### src/nsfp_pkg.sv
// Shared types, constants and lookup tables for the NMEA sentence field parser.
// No dependencies; every other file refers to this package by scoped names.
package nsfp_pkg;

   localparam int FRAC_DIGITS_DEFAULT     = 5;
   localparam int MAX_FIELD_CHARS_DEFAULT = 24;

   // Magnitude of a parsed number, already scaled.
   localparam int MAG_W = 47;
   localparam int VAL_W = 48;
   localparam int ACC_W = 51;
   localparam logic [MAG_W-1:0] VALUE_LIMIT    = 47'd99999999999999;
   localparam logic [MAG_W-1:0] VALUE_LIMIT_P1 = 47'd100000000000000;

   localparam int SLOT_COUNT  = 12;
   localparam int QUEUE_DEPTH = 2;

   localparam logic [2:0] KIND_UNKNOWN = 3'd7;
   localparam logic [4:0] FIELD_NUM_MAX = 5'd31;
   localparam logic [2:0] CHAR_POS_MAX  = 3'd6;
   localparam logic [2:0] POS_TYPE_HI   = 3'd3;
   localparam logic [2:0] POS_TYPE_LO   = 3'd4;
   localparam logic [2:0] POS_TYPE_END  = 3'd5;

   localparam logic [7:0] CH_NUL     = 8'h00;
   localparam logic [7:0] CH_NEWLINE = 8'h0A;
   localparam logic [7:0] CH_COMMA   = 8'h2C;
   localparam logic [7:0] CH_PLUS    = 8'h2B;
   localparam logic [7:0] CH_MINUS   = 8'h2D;
   localparam logic [7:0] CH_POINT   = 8'h2E;
   localparam logic [7:0] CH_ZERO    = 8'h30;
   localparam logic [7:0] CH_NINE    = 8'h39;

   typedef enum logic [1:0] {
      QT_REAL,
      QT_INT,
      QT_CHAR
   } qty_class_type;

   typedef enum logic [1:0] {
      OP_CHAR,
      OP_COMMA,
      OP_END
   } op_kind_type;

   // One classified byte handed from the front to the back.
   typedef struct packed {
      op_kind_type   op;
      logic [7:0]    ch;
      logic          first;
      logic          emit;
      logic [2:0]    kind;
      logic [4:0]    qcode;
      qty_class_type qclass;
   } byte_op_type;

   // Quantity code plus one per kind and field number, zero when not recorded.
   localparam logic [4:0] SLOT_MAP [0:6][0:SLOT_COUNT-1] = '{
      '{5'd0, 5'd1,  5'd2,  5'd3,  5'd4, 5'd5, 5'd6, 5'd7,  5'd8,  5'd9, 5'd0,  5'd0},
      '{5'd0, 5'd1,  5'd10, 5'd2,  5'd3, 5'd4, 5'd5, 5'd11, 5'd12, 5'd0, 5'd13, 5'd14},
      '{5'd0, 5'd2,  5'd3,  5'd4,  5'd5, 5'd10, 5'd0, 5'd0, 5'd0,  5'd0, 5'd0,  5'd0},
      '{5'd0, 5'd15, 5'd16, 5'd11, 5'd17, 5'd0, 5'd0, 5'd0, 5'd0,  5'd0, 5'd0,  5'd0},
      '{5'd0, 5'd18, 5'd0,  5'd0,  5'd0, 5'd0, 5'd0, 5'd0,  5'd0,  5'd0, 5'd0,  5'd0},
      '{5'd0, 5'd0,  5'd19, 5'd20, 5'd0, 5'd0, 5'd0, 5'd0,  5'd0,  5'd0, 5'd0,  5'd0},
      '{5'd0, 5'd21, 5'd22, 5'd23, 5'd24, 5'd0, 5'd0, 5'd0, 5'd0,  5'd0, 5'd0,  5'd0}
   };

   localparam qty_class_type QTY_CLASS [0:23] = '{
      QT_INT,  QT_REAL, QT_CHAR, QT_REAL, QT_CHAR, QT_INT,
      QT_INT,  QT_REAL, QT_REAL, QT_CHAR, QT_REAL, QT_REAL,
      QT_REAL, QT_CHAR, QT_REAL, QT_REAL, QT_REAL, QT_CHAR,
      QT_INT,  QT_INT,  QT_INT,  QT_INT,  QT_INT,  QT_INT
   };

   function automatic logic [23:0] pow_ten(input logic [2:0] n);
      logic [23:0] p;
      case (n)
         3'd0:    p = 24'd1;
         3'd1:    p = 24'd10;
         3'd2:    p = 24'd100;
         3'd3:    p = 24'd1000;
         3'd4:    p = 24'd10000;
         3'd5:    p = 24'd100000;
         3'd6:    p = 24'd1000000;
         default: p = 24'd10000000;
      endcase
      return p;
   endfunction

   // Match the three type letters against the known sentence kinds.
   function automatic logic [2:0] decide_kind(input logic [7:0] a, input logic [7:0] b,
                                              input logic [7:0] c);
      logic [23:0] t;
      logic [2:0]  k;
      t = {a, b, c};
      case (t)
         "GGA":   k = 3'd0;
         "RMC":   k = 3'd1;
         "GLL":   k = 3'd2;
         "VTG":   k = 3'd3;
         "GSA":   k = 3'd4;
         "GSV":   k = 3'd5;
         "ZDA":   k = 3'd6;
         default: k = KIND_UNKNOWN;
      endcase
      return k;
   endfunction

endpackage

### src/nsfp_front.sv
// Front end of the NMEA field parser: accepts bytes, tracks sentence kind and field
// positions, and classifies each byte into an operation. Uses nsfp_pkg.
module nsfp_front #(
   parameter int MAX_FIELD_CHARS = nsfp_pkg::MAX_FIELD_CHARS_DEFAULT
) (
   input  logic                clock,
   input  logic                reset,
   input  logic                req_valid,
   output logic                req_ready,
   input  logic [7:0]          req_rx_byte,
   input  logic                q_full,
   output logic                q_push,
   output nsfp_pkg::byte_op_type q_entry
);

   logic [2:0]  pos_ff, pos_in;
   logic [2:0]  kind_ff, kind_in;
   logic [15:0] type_ff, type_in;
   logic [4:0]  field_num_ff, field_num_in;
   logic [4:0]  field_len_ff, field_len_in;
   logic        accept;
   logic [4:0]  slot;

   assign req_ready = !q_full;
   assign accept    = req_valid && req_ready;

   always_comb begin
      pos_in       = pos_ff;
      kind_in      = kind_ff;
      type_in      = type_ff;
      field_num_in = field_num_ff;
      field_len_in = field_len_ff;
      slot         = 5'd0;
      q_push       = 1'b0;
      q_entry      = '0;
      q_entry.ch   = req_rx_byte;

      if (req_rx_byte == nsfp_pkg::CH_NEWLINE || req_rx_byte == nsfp_pkg::CH_NUL) begin
         // end of sentence: rearm everything
         pos_in       = 3'd0;
         kind_in      = nsfp_pkg::KIND_UNKNOWN;
         type_in      = 16'd0;
         field_num_in = 5'd0;
         field_len_in = 5'd0;
         q_push       = accept;
         q_entry.op   = nsfp_pkg::OP_END;
         q_entry.ch   = 8'd0;
      end else begin
         if (pos_ff == nsfp_pkg::POS_TYPE_HI) begin
            type_in[15:8] = req_rx_byte;
         end else if (pos_ff == nsfp_pkg::POS_TYPE_LO) begin
            type_in[7:0] = req_rx_byte;
         end else if (pos_ff == nsfp_pkg::POS_TYPE_END) begin
            kind_in = nsfp_pkg::decide_kind(type_ff[15:8], type_ff[7:0], req_rx_byte);
         end
         if (pos_ff < nsfp_pkg::CHAR_POS_MAX) begin
            pos_in = pos_ff + 3'd1;
         end

         if (req_rx_byte == nsfp_pkg::CH_COMMA) begin
            if (kind_in != nsfp_pkg::KIND_UNKNOWN &&
                field_num_ff < 5'(nsfp_pkg::SLOT_COUNT)) begin
               slot = nsfp_pkg::SLOT_MAP[kind_in][field_num_ff[3:0]];
            end
            q_push         = accept;
            q_entry.op     = nsfp_pkg::OP_COMMA;
            q_entry.emit   = (slot != 5'd0);
            q_entry.kind   = kind_in;
            q_entry.qcode  = slot - 5'd1;
            q_entry.qclass = (slot != 5'd0) ? nsfp_pkg::QTY_CLASS[slot - 5'd1]
                                            : nsfp_pkg::QT_CHAR;
            field_len_in   = 5'd0;
            if (field_num_ff < nsfp_pkg::FIELD_NUM_MAX) begin
               field_num_in = field_num_ff + 5'd1;
            end
         end else if (field_len_ff < 5'(MAX_FIELD_CHARS)) begin
            // characters past the field limit are dropped here
            q_push        = accept;
            q_entry.op    = nsfp_pkg::OP_CHAR;
            q_entry.first = (field_len_ff == 5'd0);
            field_len_in  = field_len_ff + 5'd1;
         end
      end
   end

   always_ff @(posedge clock) begin
      if (reset) begin
         pos_ff       <= 3'd0;
         kind_ff      <= nsfp_pkg::KIND_UNKNOWN;
         type_ff      <= 16'd0;
         field_num_ff <= 5'd0;
         field_len_ff <= 5'd0;
      end else if (accept) begin
         pos_ff       <= pos_in;
         kind_ff      <= kind_in;
         type_ff      <= type_in;
         field_num_ff <= field_num_in;
         field_len_ff <= field_len_in;
      end
   end

endmodule

### src/nsfp_queue.sv
// Short FIFO of classified byte operations between front and back of the parser.
// Uses nsfp_pkg for the entry type and depth.
module nsfp_queue (
   input  logic                  clock,
   input  logic                  reset,
   input  logic                  push,
   input  nsfp_pkg::byte_op_type push_entry,
   output logic                  full,
   output logic                  pop_valid,
   input  logic                  pop_ready,
   output nsfp_pkg::byte_op_type pop_entry
);

   localparam int PtrW = (nsfp_pkg::QUEUE_DEPTH > 1) ? $clog2(nsfp_pkg::QUEUE_DEPTH) : 1;
   localparam int CntW = $clog2(nsfp_pkg::QUEUE_DEPTH + 1);
   localparam logic [PtrW-1:0] LastPtr = PtrW'(nsfp_pkg::QUEUE_DEPTH - 1);

   nsfp_pkg::byte_op_type mem_ff [nsfp_pkg::QUEUE_DEPTH];
   logic [PtrW-1:0] wr_ptr_ff, rd_ptr_ff;
   logic [CntW-1:0] count_ff;
   logic            pop;

   assign full      = (count_ff == CntW'(nsfp_pkg::QUEUE_DEPTH));
   assign pop_valid = (count_ff != '0);
   assign pop       = pop_valid && pop_ready;
   assign pop_entry = mem_ff[rd_ptr_ff];

   always_ff @(posedge clock) begin
      if (push) begin
         mem_ff[wr_ptr_ff] <= push_entry;
      end
   end

   always_ff @(posedge clock) begin
      if (reset) begin
         wr_ptr_ff <= '0;
         rd_ptr_ff <= '0;
         count_ff  <= '0;
      end else begin
         if (push) begin
            wr_ptr_ff <= (wr_ptr_ff == LastPtr) ? '0 : wr_ptr_ff + PtrW'(1);
         end
         if (pop) begin
            rd_ptr_ff <= (rd_ptr_ff == LastPtr) ? '0 : rd_ptr_ff + PtrW'(1);
         end
         if (push && !pop) begin
            count_ff <= count_ff + CntW'(1);
         end else if (pop && !push) begin
            count_ff <= count_ff - CntW'(1);
         end
      end
   end

endmodule

### src/nsfp_back.sv
// Back end of the NMEA field parser: runs the number accumulator on field bytes and
// builds results into the output register. Uses nsfp_pkg.
module nsfp_back #(
   parameter int FRAC_DIGITS = nsfp_pkg::FRAC_DIGITS_DEFAULT
) (
   input  logic                          clock,
   input  logic                          reset,
   input  logic                          q_valid,
   output logic                          q_ready,
   input  nsfp_pkg::byte_op_type         q_entry,
   output logic                          rsp_valid,
   input  logic                          rsp_ready,
   output logic [2:0]                    rsp_sentence_kind,
   output logic [4:0]                    rsp_quantity_code,
   output logic signed [nsfp_pkg::VAL_W-1:0] rsp_scaled_value,
   output logic [7:0]                    rsp_first_char,
   output logic                          rsp_end_of_sentence
);

   localparam int MagW = nsfp_pkg::MAG_W;
   localparam int AccW = nsfp_pkg::ACC_W;
   localparam logic [2:0]      FracMax   = 3'(FRAC_DIGITS);
   localparam logic [2:0]      FracTop   = 3'(FRAC_DIGITS - 1);
   localparam logic [23:0]     IntScale  = nsfp_pkg::pow_ten(3'(FRAC_DIGITS));
   localparam logic [MagW-1:0] LimitTrunc =
      nsfp_pkg::VALUE_LIMIT_P1 - MagW'(IntScale);

   logic [MagW-1:0] acc_ff, acc_in;
   logic [MagW-1:0] trunc_ff, trunc_in;
   logic [2:0]      frac_cnt_ff, frac_cnt_in;
   logic            neg_ff, neg_in, point_ff, point_in;
   logic            stop_ff, stop_in, start_ff, start_in;
   logic [7:0]      first_ff, first_in;

   logic            rsp_valid_ff, rsp_valid_in;
   logic [2:0]      kind_ff, kind_in;
   logic [4:0]      qcode_ff, qcode_in;
   logic [nsfp_pkg::VAL_W-1:0] value_ff, value_in;
   logic [7:0]      rsp_char_ff, rsp_char_in;
   logic            eos_ff, eos_in;

   logic            out_free, pop, is_digit;
   logic [3:0]      digit;
   logic [AccW-1:0] sum;
   logic [MagW-1:0] sat_sum, mag;

   assign out_free = !rsp_valid_ff || rsp_ready;
   assign q_ready  = out_free;
   assign pop      = q_valid && out_free;

   assign is_digit = (q_entry.ch >= nsfp_pkg::CH_ZERO) && (q_entry.ch <= nsfp_pkg::CH_NINE);
   assign digit    = q_entry.ch[3:0];

   // integer digits shift the value up; fraction digits add at their weight
   always_comb begin
      if (!point_ff) begin
         sum = AccW'({acc_ff, 3'b000}) + AccW'({acc_ff, 1'b0}) +
               AccW'(digit) * AccW'(IntScale);
      end else begin
         sum = AccW'(acc_ff) + AccW'(digit * nsfp_pkg::pow_ten(FracTop - frac_cnt_ff));
      end
      sat_sum = (sum > AccW'(nsfp_pkg::VALUE_LIMIT)) ? nsfp_pkg::VALUE_LIMIT : MagW'(sum);
   end

   always_comb begin
      case (q_entry.qclass)
         nsfp_pkg::QT_REAL: mag = acc_ff;
         nsfp_pkg::QT_INT:  mag = trunc_ff;
         default:           mag = '0;
      endcase
   end

   always_comb begin
      acc_in      = acc_ff;
      trunc_in    = trunc_ff;
      frac_cnt_in = frac_cnt_ff;
      neg_in      = neg_ff;
      point_in    = point_ff;
      stop_in     = stop_ff;
      start_in    = start_ff;
      first_in    = first_ff;

      rsp_valid_in = rsp_valid_ff;
      kind_in      = kind_ff;
      qcode_in     = qcode_ff;
      value_in     = value_ff;
      rsp_char_in  = rsp_char_ff;
      eos_in       = eos_ff;

      if (out_free) begin
         rsp_valid_in = 1'b0;
      end

      if (pop) begin
         case (q_entry.op)
            nsfp_pkg::OP_CHAR: begin
               if (q_entry.first) begin
                  first_in = q_entry.ch;
               end
               if (!stop_ff) begin
                  if ((q_entry.ch == nsfp_pkg::CH_MINUS || q_entry.ch == nsfp_pkg::CH_PLUS)
                      && !start_ff) begin
                     neg_in   = (q_entry.ch == nsfp_pkg::CH_MINUS);
                     start_in = 1'b1;
                  end else if (is_digit) begin
                     start_in = 1'b1;
                     if (!point_ff) begin
                        acc_in   = sat_sum;
                        trunc_in = (sat_sum == nsfp_pkg::VALUE_LIMIT) ? LimitTrunc : sat_sum;
                     end else if (frac_cnt_ff < FracMax) begin
                        acc_in      = sat_sum;
                        frac_cnt_in = frac_cnt_ff + 3'd1;
                        if (sat_sum == nsfp_pkg::VALUE_LIMIT) begin
                           trunc_in = LimitTrunc;
                        end
                     end
                  end else if (q_entry.ch == nsfp_pkg::CH_POINT && !point_ff) begin
                     point_in = 1'b1;
                     start_in = 1'b1;
                  end else begin
                     stop_in = 1'b1;
                  end
               end
            end
            nsfp_pkg::OP_COMMA: begin
               rsp_valid_in = q_entry.emit;
               kind_in      = q_entry.kind;
               qcode_in     = q_entry.qcode;
               value_in     = neg_ff ? -{1'b0, mag} : {1'b0, mag};
               rsp_char_in  = first_ff;
               eos_in       = 1'b0;
            end
            nsfp_pkg::OP_END: begin
               rsp_valid_in = 1'b1;
               kind_in      = 3'd0;
               qcode_in     = 5'd0;
               value_in     = '0;
               rsp_char_in  = 8'd0;
               eos_in       = 1'b1;
            end
            default: begin
            end
         endcase

         // a closed field or sentence starts the next field from scratch
         if (q_entry.op == nsfp_pkg::OP_COMMA || q_entry.op == nsfp_pkg::OP_END) begin
            acc_in      = '0;
            trunc_in    = '0;
            frac_cnt_in = 3'd0;
            neg_in      = 1'b0;
            point_in    = 1'b0;
            stop_in     = 1'b0;
            start_in    = 1'b0;
            first_in    = 8'd0;
         end
      end
   end

   always_ff @(posedge clock) begin
      if (reset) begin
         acc_ff       <= '0;
         trunc_ff     <= '0;
         frac_cnt_ff  <= 3'd0;
         neg_ff       <= 1'b0;
         point_ff     <= 1'b0;
         stop_ff      <= 1'b0;
         start_ff     <= 1'b0;
         first_ff     <= 8'd0;
         rsp_valid_ff <= 1'b0;
      end else begin
         acc_ff       <= acc_in;
         trunc_ff     <= trunc_in;
         frac_cnt_ff  <= frac_cnt_in;
         neg_ff       <= neg_in;
         point_ff     <= point_in;
         stop_ff      <= stop_in;
         start_ff     <= start_in;
         first_ff     <= first_in;
         rsp_valid_ff <= rsp_valid_in;
      end
   end

   always_ff @(posedge clock) begin
      kind_ff     <= kind_in;
      qcode_ff    <= qcode_in;
      value_ff    <= value_in;
      rsp_char_ff <= rsp_char_in;
      eos_ff      <= eos_in;
   end

   assign rsp_valid           = rsp_valid_ff;
   assign rsp_sentence_kind   = kind_ff;
   assign rsp_quantity_code   = qcode_ff;
   assign rsp_scaled_value    = $signed(value_ff);
   assign rsp_first_char      = rsp_char_ff;
   assign rsp_end_of_sentence = eos_ff;

endmodule

### src/nmea_sentence_field_parser.sv
// NMEA 0183 sentence field parser, top level: front classifier, queue, back end.
// Depends on nsfp_pkg, nsfp_front, nsfp_queue and nsfp_back.
//
// Feed the sentence one character per word on req_; the block takes one word every
// clock cycle while its queue has room and returns, through the queue and the output
// register, one rsp_ word for every comma that closes a recorded field of a GGA,
// RMC, GLL, VTG, GSA, GSV or ZDA sentence, and one end marker (rsp_end_of_sentence
// high, all else zero) for a newline or NUL, which also rearms the parser. The front
// end decides the sentence kind from bytes 3 to 5 and looks up the quantity code; a
// two-entry queue carries the classified byte to the back end, whose multiply-by-ten
// accumulator builds the value scaled by 10^FRAC_DIGITS, saturating at
// +/-99999999999999. The rate of one byte per cycle is set by that accumulator's
// single add-and-saturate step; a stalled output lets the queue fill, and a full queue
// drops req_ready. Fields longer than MAX_FIELD_CHARS keep only their leading
// characters; the last field of a sentence and its checksum produce nothing.
module nmea_sentence_field_parser #(
   parameter int FRAC_DIGITS     = nsfp_pkg::FRAC_DIGITS_DEFAULT,
   parameter int MAX_FIELD_CHARS = nsfp_pkg::MAX_FIELD_CHARS_DEFAULT
) (
   input  logic                              clock,
   input  logic                              reset,
   input  logic                              req_valid,
   output logic                              req_ready,
   input  logic [7:0]                        req_rx_byte,
   output logic                              rsp_valid,
   input  logic                              rsp_ready,
   output logic [2:0]                        rsp_sentence_kind,
   output logic [4:0]                        rsp_quantity_code,
   output logic signed [nsfp_pkg::VAL_W-1:0] rsp_scaled_value,
   output logic [7:0]                        rsp_first_char,
   output logic                              rsp_end_of_sentence
);

   localparam logic signed [nsfp_pkg::VAL_W-1:0] LimitPos =
      $signed({1'b0, nsfp_pkg::VALUE_LIMIT});
   localparam logic signed [nsfp_pkg::VAL_W-1:0] LimitNeg = -LimitPos;

   logic                  q_full, q_push, q_valid, q_ready;
   nsfp_pkg::byte_op_type push_entry, pop_entry;

   // classify bytes and track sentence position
   nsfp_front #(
      .MAX_FIELD_CHARS(MAX_FIELD_CHARS)
   ) u_front (
      .clock      (clock),
      .reset      (reset),
      .req_valid  (req_valid),
      .req_ready  (req_ready),
      .req_rx_byte(req_rx_byte),
      .q_full     (q_full),
      .q_push     (q_push),
      .q_entry    (push_entry)
   );

   // decouple front and back
   nsfp_queue u_queue (
      .clock     (clock),
      .reset     (reset),
      .push      (q_push),
      .push_entry(push_entry),
      .full      (q_full),
      .pop_valid (q_valid),
      .pop_ready (q_ready),
      .pop_entry (pop_entry)
   );

   // accumulate numbers and drive results
   nsfp_back #(
      .FRAC_DIGITS(FRAC_DIGITS)
   ) u_back (
      .clock              (clock),
      .reset              (reset),
      .q_valid            (q_valid),
      .q_ready            (q_ready),
      .q_entry            (pop_entry),
      .rsp_valid          (rsp_valid),
      .rsp_ready          (rsp_ready),
      .rsp_sentence_kind  (rsp_sentence_kind),
      .rsp_quantity_code  (rsp_quantity_code),
      .rsp_scaled_value   (rsp_scaled_value),
      .rsp_first_char     (rsp_first_char),
      .rsp_end_of_sentence(rsp_end_of_sentence)
   );

   // an end marker carries nothing else
   a_end_marker_clean: assert property (@(posedge clock) disable iff (reset)
      rsp_valid && rsp_end_of_sentence |->
         rsp_sentence_kind == 3'd0 && rsp_quantity_code == 5'd0 &&
         rsp_scaled_value == '0 && rsp_first_char == 8'd0)
      else $error("end marker with nonzero payload");

   // field results come from a known kind and a real quantity
   a_field_codes: assert property (@(posedge clock) disable iff (reset)
      rsp_valid && !rsp_end_of_sentence |->
         rsp_sentence_kind != nsfp_pkg::KIND_UNKNOWN && rsp_quantity_code < 5'd24)
      else $error("field result with bad kind or quantity code");

   // the value never leaves the saturation range
   a_value_range: assert property (@(posedge clock) disable iff (reset)
      rsp_valid |-> rsp_scaled_value <= LimitPos && rsp_scaled_value >= LimitNeg)
      else $error("scaled value outside saturation range");

   // the queue never takes a word it has no room for
   a_no_overflow: assert property (@(posedge clock) disable iff (reset)
      q_push |-> !q_full)
      else $error("queue overflow");

endmodule

### config.mk
export PLATFORM = sky130hd
export DESIGN_NAME = nmea_sentence_field_parser
export DESIGN_NICKNAME = d
export VERILOG_FILES = /design/src/nsfp_pkg.sv /design/src/nsfp_front.sv /design/src/nsfp_queue.sv /design/src/nsfp_back.sv /design/src/nmea_sentence_field_parser.sv
export SDC_FILE = /design/constraint.sdc
export NUM_CORES = 1
export LEC_CHECK = 0
export BUFFER_PORTS_ARGS = -buffer_cell sky130_fd_sc_hd__buf_4
export CORE_ASPECT_RATIO = 1.5
export CORE_MARGIN = 1.5
export CORE_UTILIZATION = 25
export CTS_BUF_LIST = sky130_fd_sc_hd__clkbuf_8
export DETAILED_ROUTE_END_ITERATION = 8
export GPL_ROUTABILITY_DRIVEN = 0
export GPL_TIMING_DRIVEN = 0
export SETUP_SLACK_MARGIN = 0.1
export SLEW_MARGIN = 20
export SYNTH_ARGS = -nofsm -noshare
export SYNTH_HDL_FRONTEND = slang
export SYNTH_SLANG_ARGS = --single-unit
### constraint.sdc
create_clock -name clock -period 14.4 [get_ports clock]
set_input_delay 2.88 -clock clock [delete_from_list [all_inputs] [get_ports clock]]
set_output_delay 2.88 -clock clock [all_outputs]
set_load 0.01 [all_outputs]
==> flow_metrics.env <==
export IMPL_outcome="complete, no violations"
export IMPL_finalSetupViolations=0
export IMPL_met3_usage_pct=2.27
export IMPL_synth_nets=2848
export IMPL_pwr_share_comb_pct=65.9
export IMPL_hold_buffers=0
export IMPL_start_kind="register"
export IMPL_wl_mm=75.1
export IMPL_p_sw_share_pct=53.2
export IMPL_routedWlPerCell_um=19.3
export IMPL_dieArea_um2=88400
export IMPL_synthArstFlopShare_pct=0
export IMPL_fin_ws_ns=3.63
export IMPL_clk_pin_slew_ns=0.06
export IMPL_use_met1_pct=17.6
export IMPL_grt_pass1_wl_mm=113
export IMPL_ant_nets=0
export IMPL_slew_viol_final=0
export IMPL_via_per_inst=5.19
export IMPL_cts_root_buf="clkbuf_8"
export IMPL_finalCritPeriodShare_pct=74.8
export IMPL_ys_warnings_count=0
export IMPL_row_count=132
export IMPL_post_cts_buffers=0
export IMPL_insertion_delay_ns=0.58
export IMPL_hpwl_mm=60.6
export IMPL_ir_drop_mv=0.119
export IMPL_max_cap_viol_count=0
export IMPL_core_area_um2=86000
export IMPL_num_vias=20200
export IMPL_finalSetupTns_ns=0
export IMPL_grt_start_max_net_pins=26
export IMPL_tightest_slew_ns=1.10
export IMPL_synth_edf_count=109
export IMPL_io_buffer_count=76
export IMPL_drive_gt1_share_pct=7.53
export IMPL_synth_seq_area_share_pct=28.7
export IMPL_crit_top_cell="ha_1"
export IMPL_fin_skew_ns=0.0411
export IMPL_pwr_share_seq_pct=21.5
export IMPL_grt_pass1_vias=19700
export IMPL_power_share_clock_pct=12.6
export IMPL_synth_cells=2593
export IMPL_syn_to_final_growth_pct=13.4
export IMPL_fin_area_um2=24600
export IMPL_clock_sinks=256
export IMPL_required_ns=14.83
export IMPL_overflow=0
export IMPL_grtUsageMet2_pct=29.0
export IMPL_placed_area_um2=23700
export IMPL_fmax_mhz=92.8
export IMPL_p_int_w=0.00237
export IMPL_die_w_um=243
export IMPL_track_usage_pct=16.4
export IMPL_start_util_pct=25.2
export IMPL_syn_cell_area_um2=21700
export IMPL_cts_htree_levels=2
export IMPL_finalPower_w=0.00506
export IMPL_worst_hold_path_type="reg2reg"
export IMPL_first_iter_violations=1359
export IMPL_layout_nets=2971
export IMPL_p_per_area_nw_per_um2=206
export IMPL_dpl_worst_slack_ns=3.88
export IMPL_period_minus_slack_ns=10.77
export IMPL_final_common_cell="nor2_1"
export IMPL_io_pins=79
export IMPL_synth_cell_type_count=91
export IMPL_grt_setup_unrepaired="no"
export IMPL_cts_tree="done"
export IMPL_clk_path_buf_depth=3
export IMPL_drcViolationCount=0
export IMPL_path_class="reg2reg"
export IMPL_critPathArrivalTime_ns=11.20
export IMPL_synth_main_ff_cell="dfxtp_1"
export IMPL_critPathSlowestCell="mux2i_1"
export IMPL_hold_violations=0
export IMPL_power_leakage_nw=10.0
export IMPL_grt_busiest_layer="met2"
export IMPL_final_cell_mix="284 x nor2_1, 245 x inv_1, 194 x nand2_1"
export IMPL_drtPass1Iterations=5
export IMPL_critical_path_max_stage_delay_ns=0.84
export IMPL_cts_resized=0
export IMPL_switching_power_w=0.00269
export IMPL_holdWs_ns=0.469
export IMPL_cp_max_fo=10
export IMPL_ys_ff_latch=256
export IMPL_avgSynthCellArea_um2=8.35
export IMPL_numCtsBuffers=43
export IMPL_antenna_found_initial=1
export IMPL_relSlewSlack_pct=26.5
export IMPL_endpoint_kind="register"
export IMPL_die_h_um=363
-- worst paths after layout --
path	startpoint	endpoint	slack [ns]	depth (start not counted)
setup / recovery	register	u_back.trunc_ff[34]$_SDFFE_PP0P_	3.63	33
hold / removal	u_back.first_ff[6]$_SDFFE_PP0P_	u_back.first_ff[6]$_SDFFE_PP0P_	0.47	2
setup reg to reg	register	u_back.trunc_ff[34]$_SDFFE_PP0P_	3.63	33
hold reg to reg	u_back.first_ff[6]$_SDFFE_PP0P_	u_back.first_ff[6]$_SDFFE_PP0P_	0.47	2
-- power groups by stage --
stage	Clock, W	Sequential [W]	Combinational, W
detailed placement	0	0.00110	0.00328
CTS	0.000651	0.00108	0.00329
global route	0.000686	0.00110	0.00365
finish	0.000639	0.00109	0.00333
global placement	0	0.00111	0.00323
floorplan	0	0.00108	0.00220
-- registers in the layout, summed over array words and instances (netlist names), 8 cells and up, named ones only --
register and cells:
u_back.rsp_scaled_value 48, u_back.acc_ff 47, u_back.trunc_ff 47, u_queue.mem_ff 44, u_front.type_ff 16, u_back.first_ff 8, u_back.rsp_first_char 8
-- through the flow --
stage | cells | util (%)
after floorplan | 2593 | -
after global placement | 3808 | 27.5
after detailed placement | 3810 | 27.6
after CTS | 3887 | 28.5
after global routing | 3887 | 28.5
final | 3888 | 28.5
-- metal layers --
| layer | up-vias | wire, um | share of wire [%] |
|---|---|---|---|
| li1 | 9529 | - | - |
| met1 | 9659 | 27800 | 37 |
| met2 | 717 | 36800 | 49 |
| met3 | 258 | 3680 | 4.9 |
| met4 | 0 | 6780 | 9.0 |
| met5 | - | 0 | 0 |
-- kinds of logic after synthesis --
kind of cell             count (synthesis)  synth area share (%)
AND/OR/NAND/NOR                        830                  18.4
adder cells (fa/ha/maj)                243                  16.7
multiplexers                            66                  3.21
XOR/XNOR                               133                  5.41
flip-flops                             256                  28.7
buffers and inverters                  370                  6.56
AO/OA/AOI/OAI                          695                  21.1
-- cell type report --
| type | count | area [um^2] |
|---|---|---|
| Clock inverter | 27 | 140 |
| Fill cell | 9239 | 61500 |
| Timing Repair Buffer | 78 | 626 |
| Inverter | 230 | 863 |
| Multi-Input combinational cell | 1967 | 14000 |
| Antenna cell | 1 | 2.50 |
| Clock buffer | 50 | 688 |
| Sequential cell | 256 | 6220 |
| Tap cell | 1139 | 1430 |
| Buffer | 140 | 557 |
-- cells in the mapped netlist, types with 45 or more instances --
library cell	count	area, um^2
a21oi_1	161	806
a31oi_1	46	288
clkbuf_1	104	390
dfxtp_1	147	2940
edfxtp_1	109	3270
fa_1	76	1520
ha_1	167	2090
inv_1	228	856
mux2i_1	56	561
nand2_1	194	728
nand3_1	74	370
nor2_1	285	1070
nor3_1	45	225
o21ai_0	149	746
xnor2_1	75	657
xor2_1	57	499
-- worst max-delay path: cells and delay by family (launching register included) --
family                     cells  cell delay [ns]
xor gates and xnor gates       1             0.24
AOI/OAI and AO/OA             15             3.98
and+or+nand+nor                4             0.97
muxes                          2             1.39
buffers and inverters          6             1.96
adders and majority gates      5             1.76
DFF                            1             0.30
(Power assumes the default switching activity.)
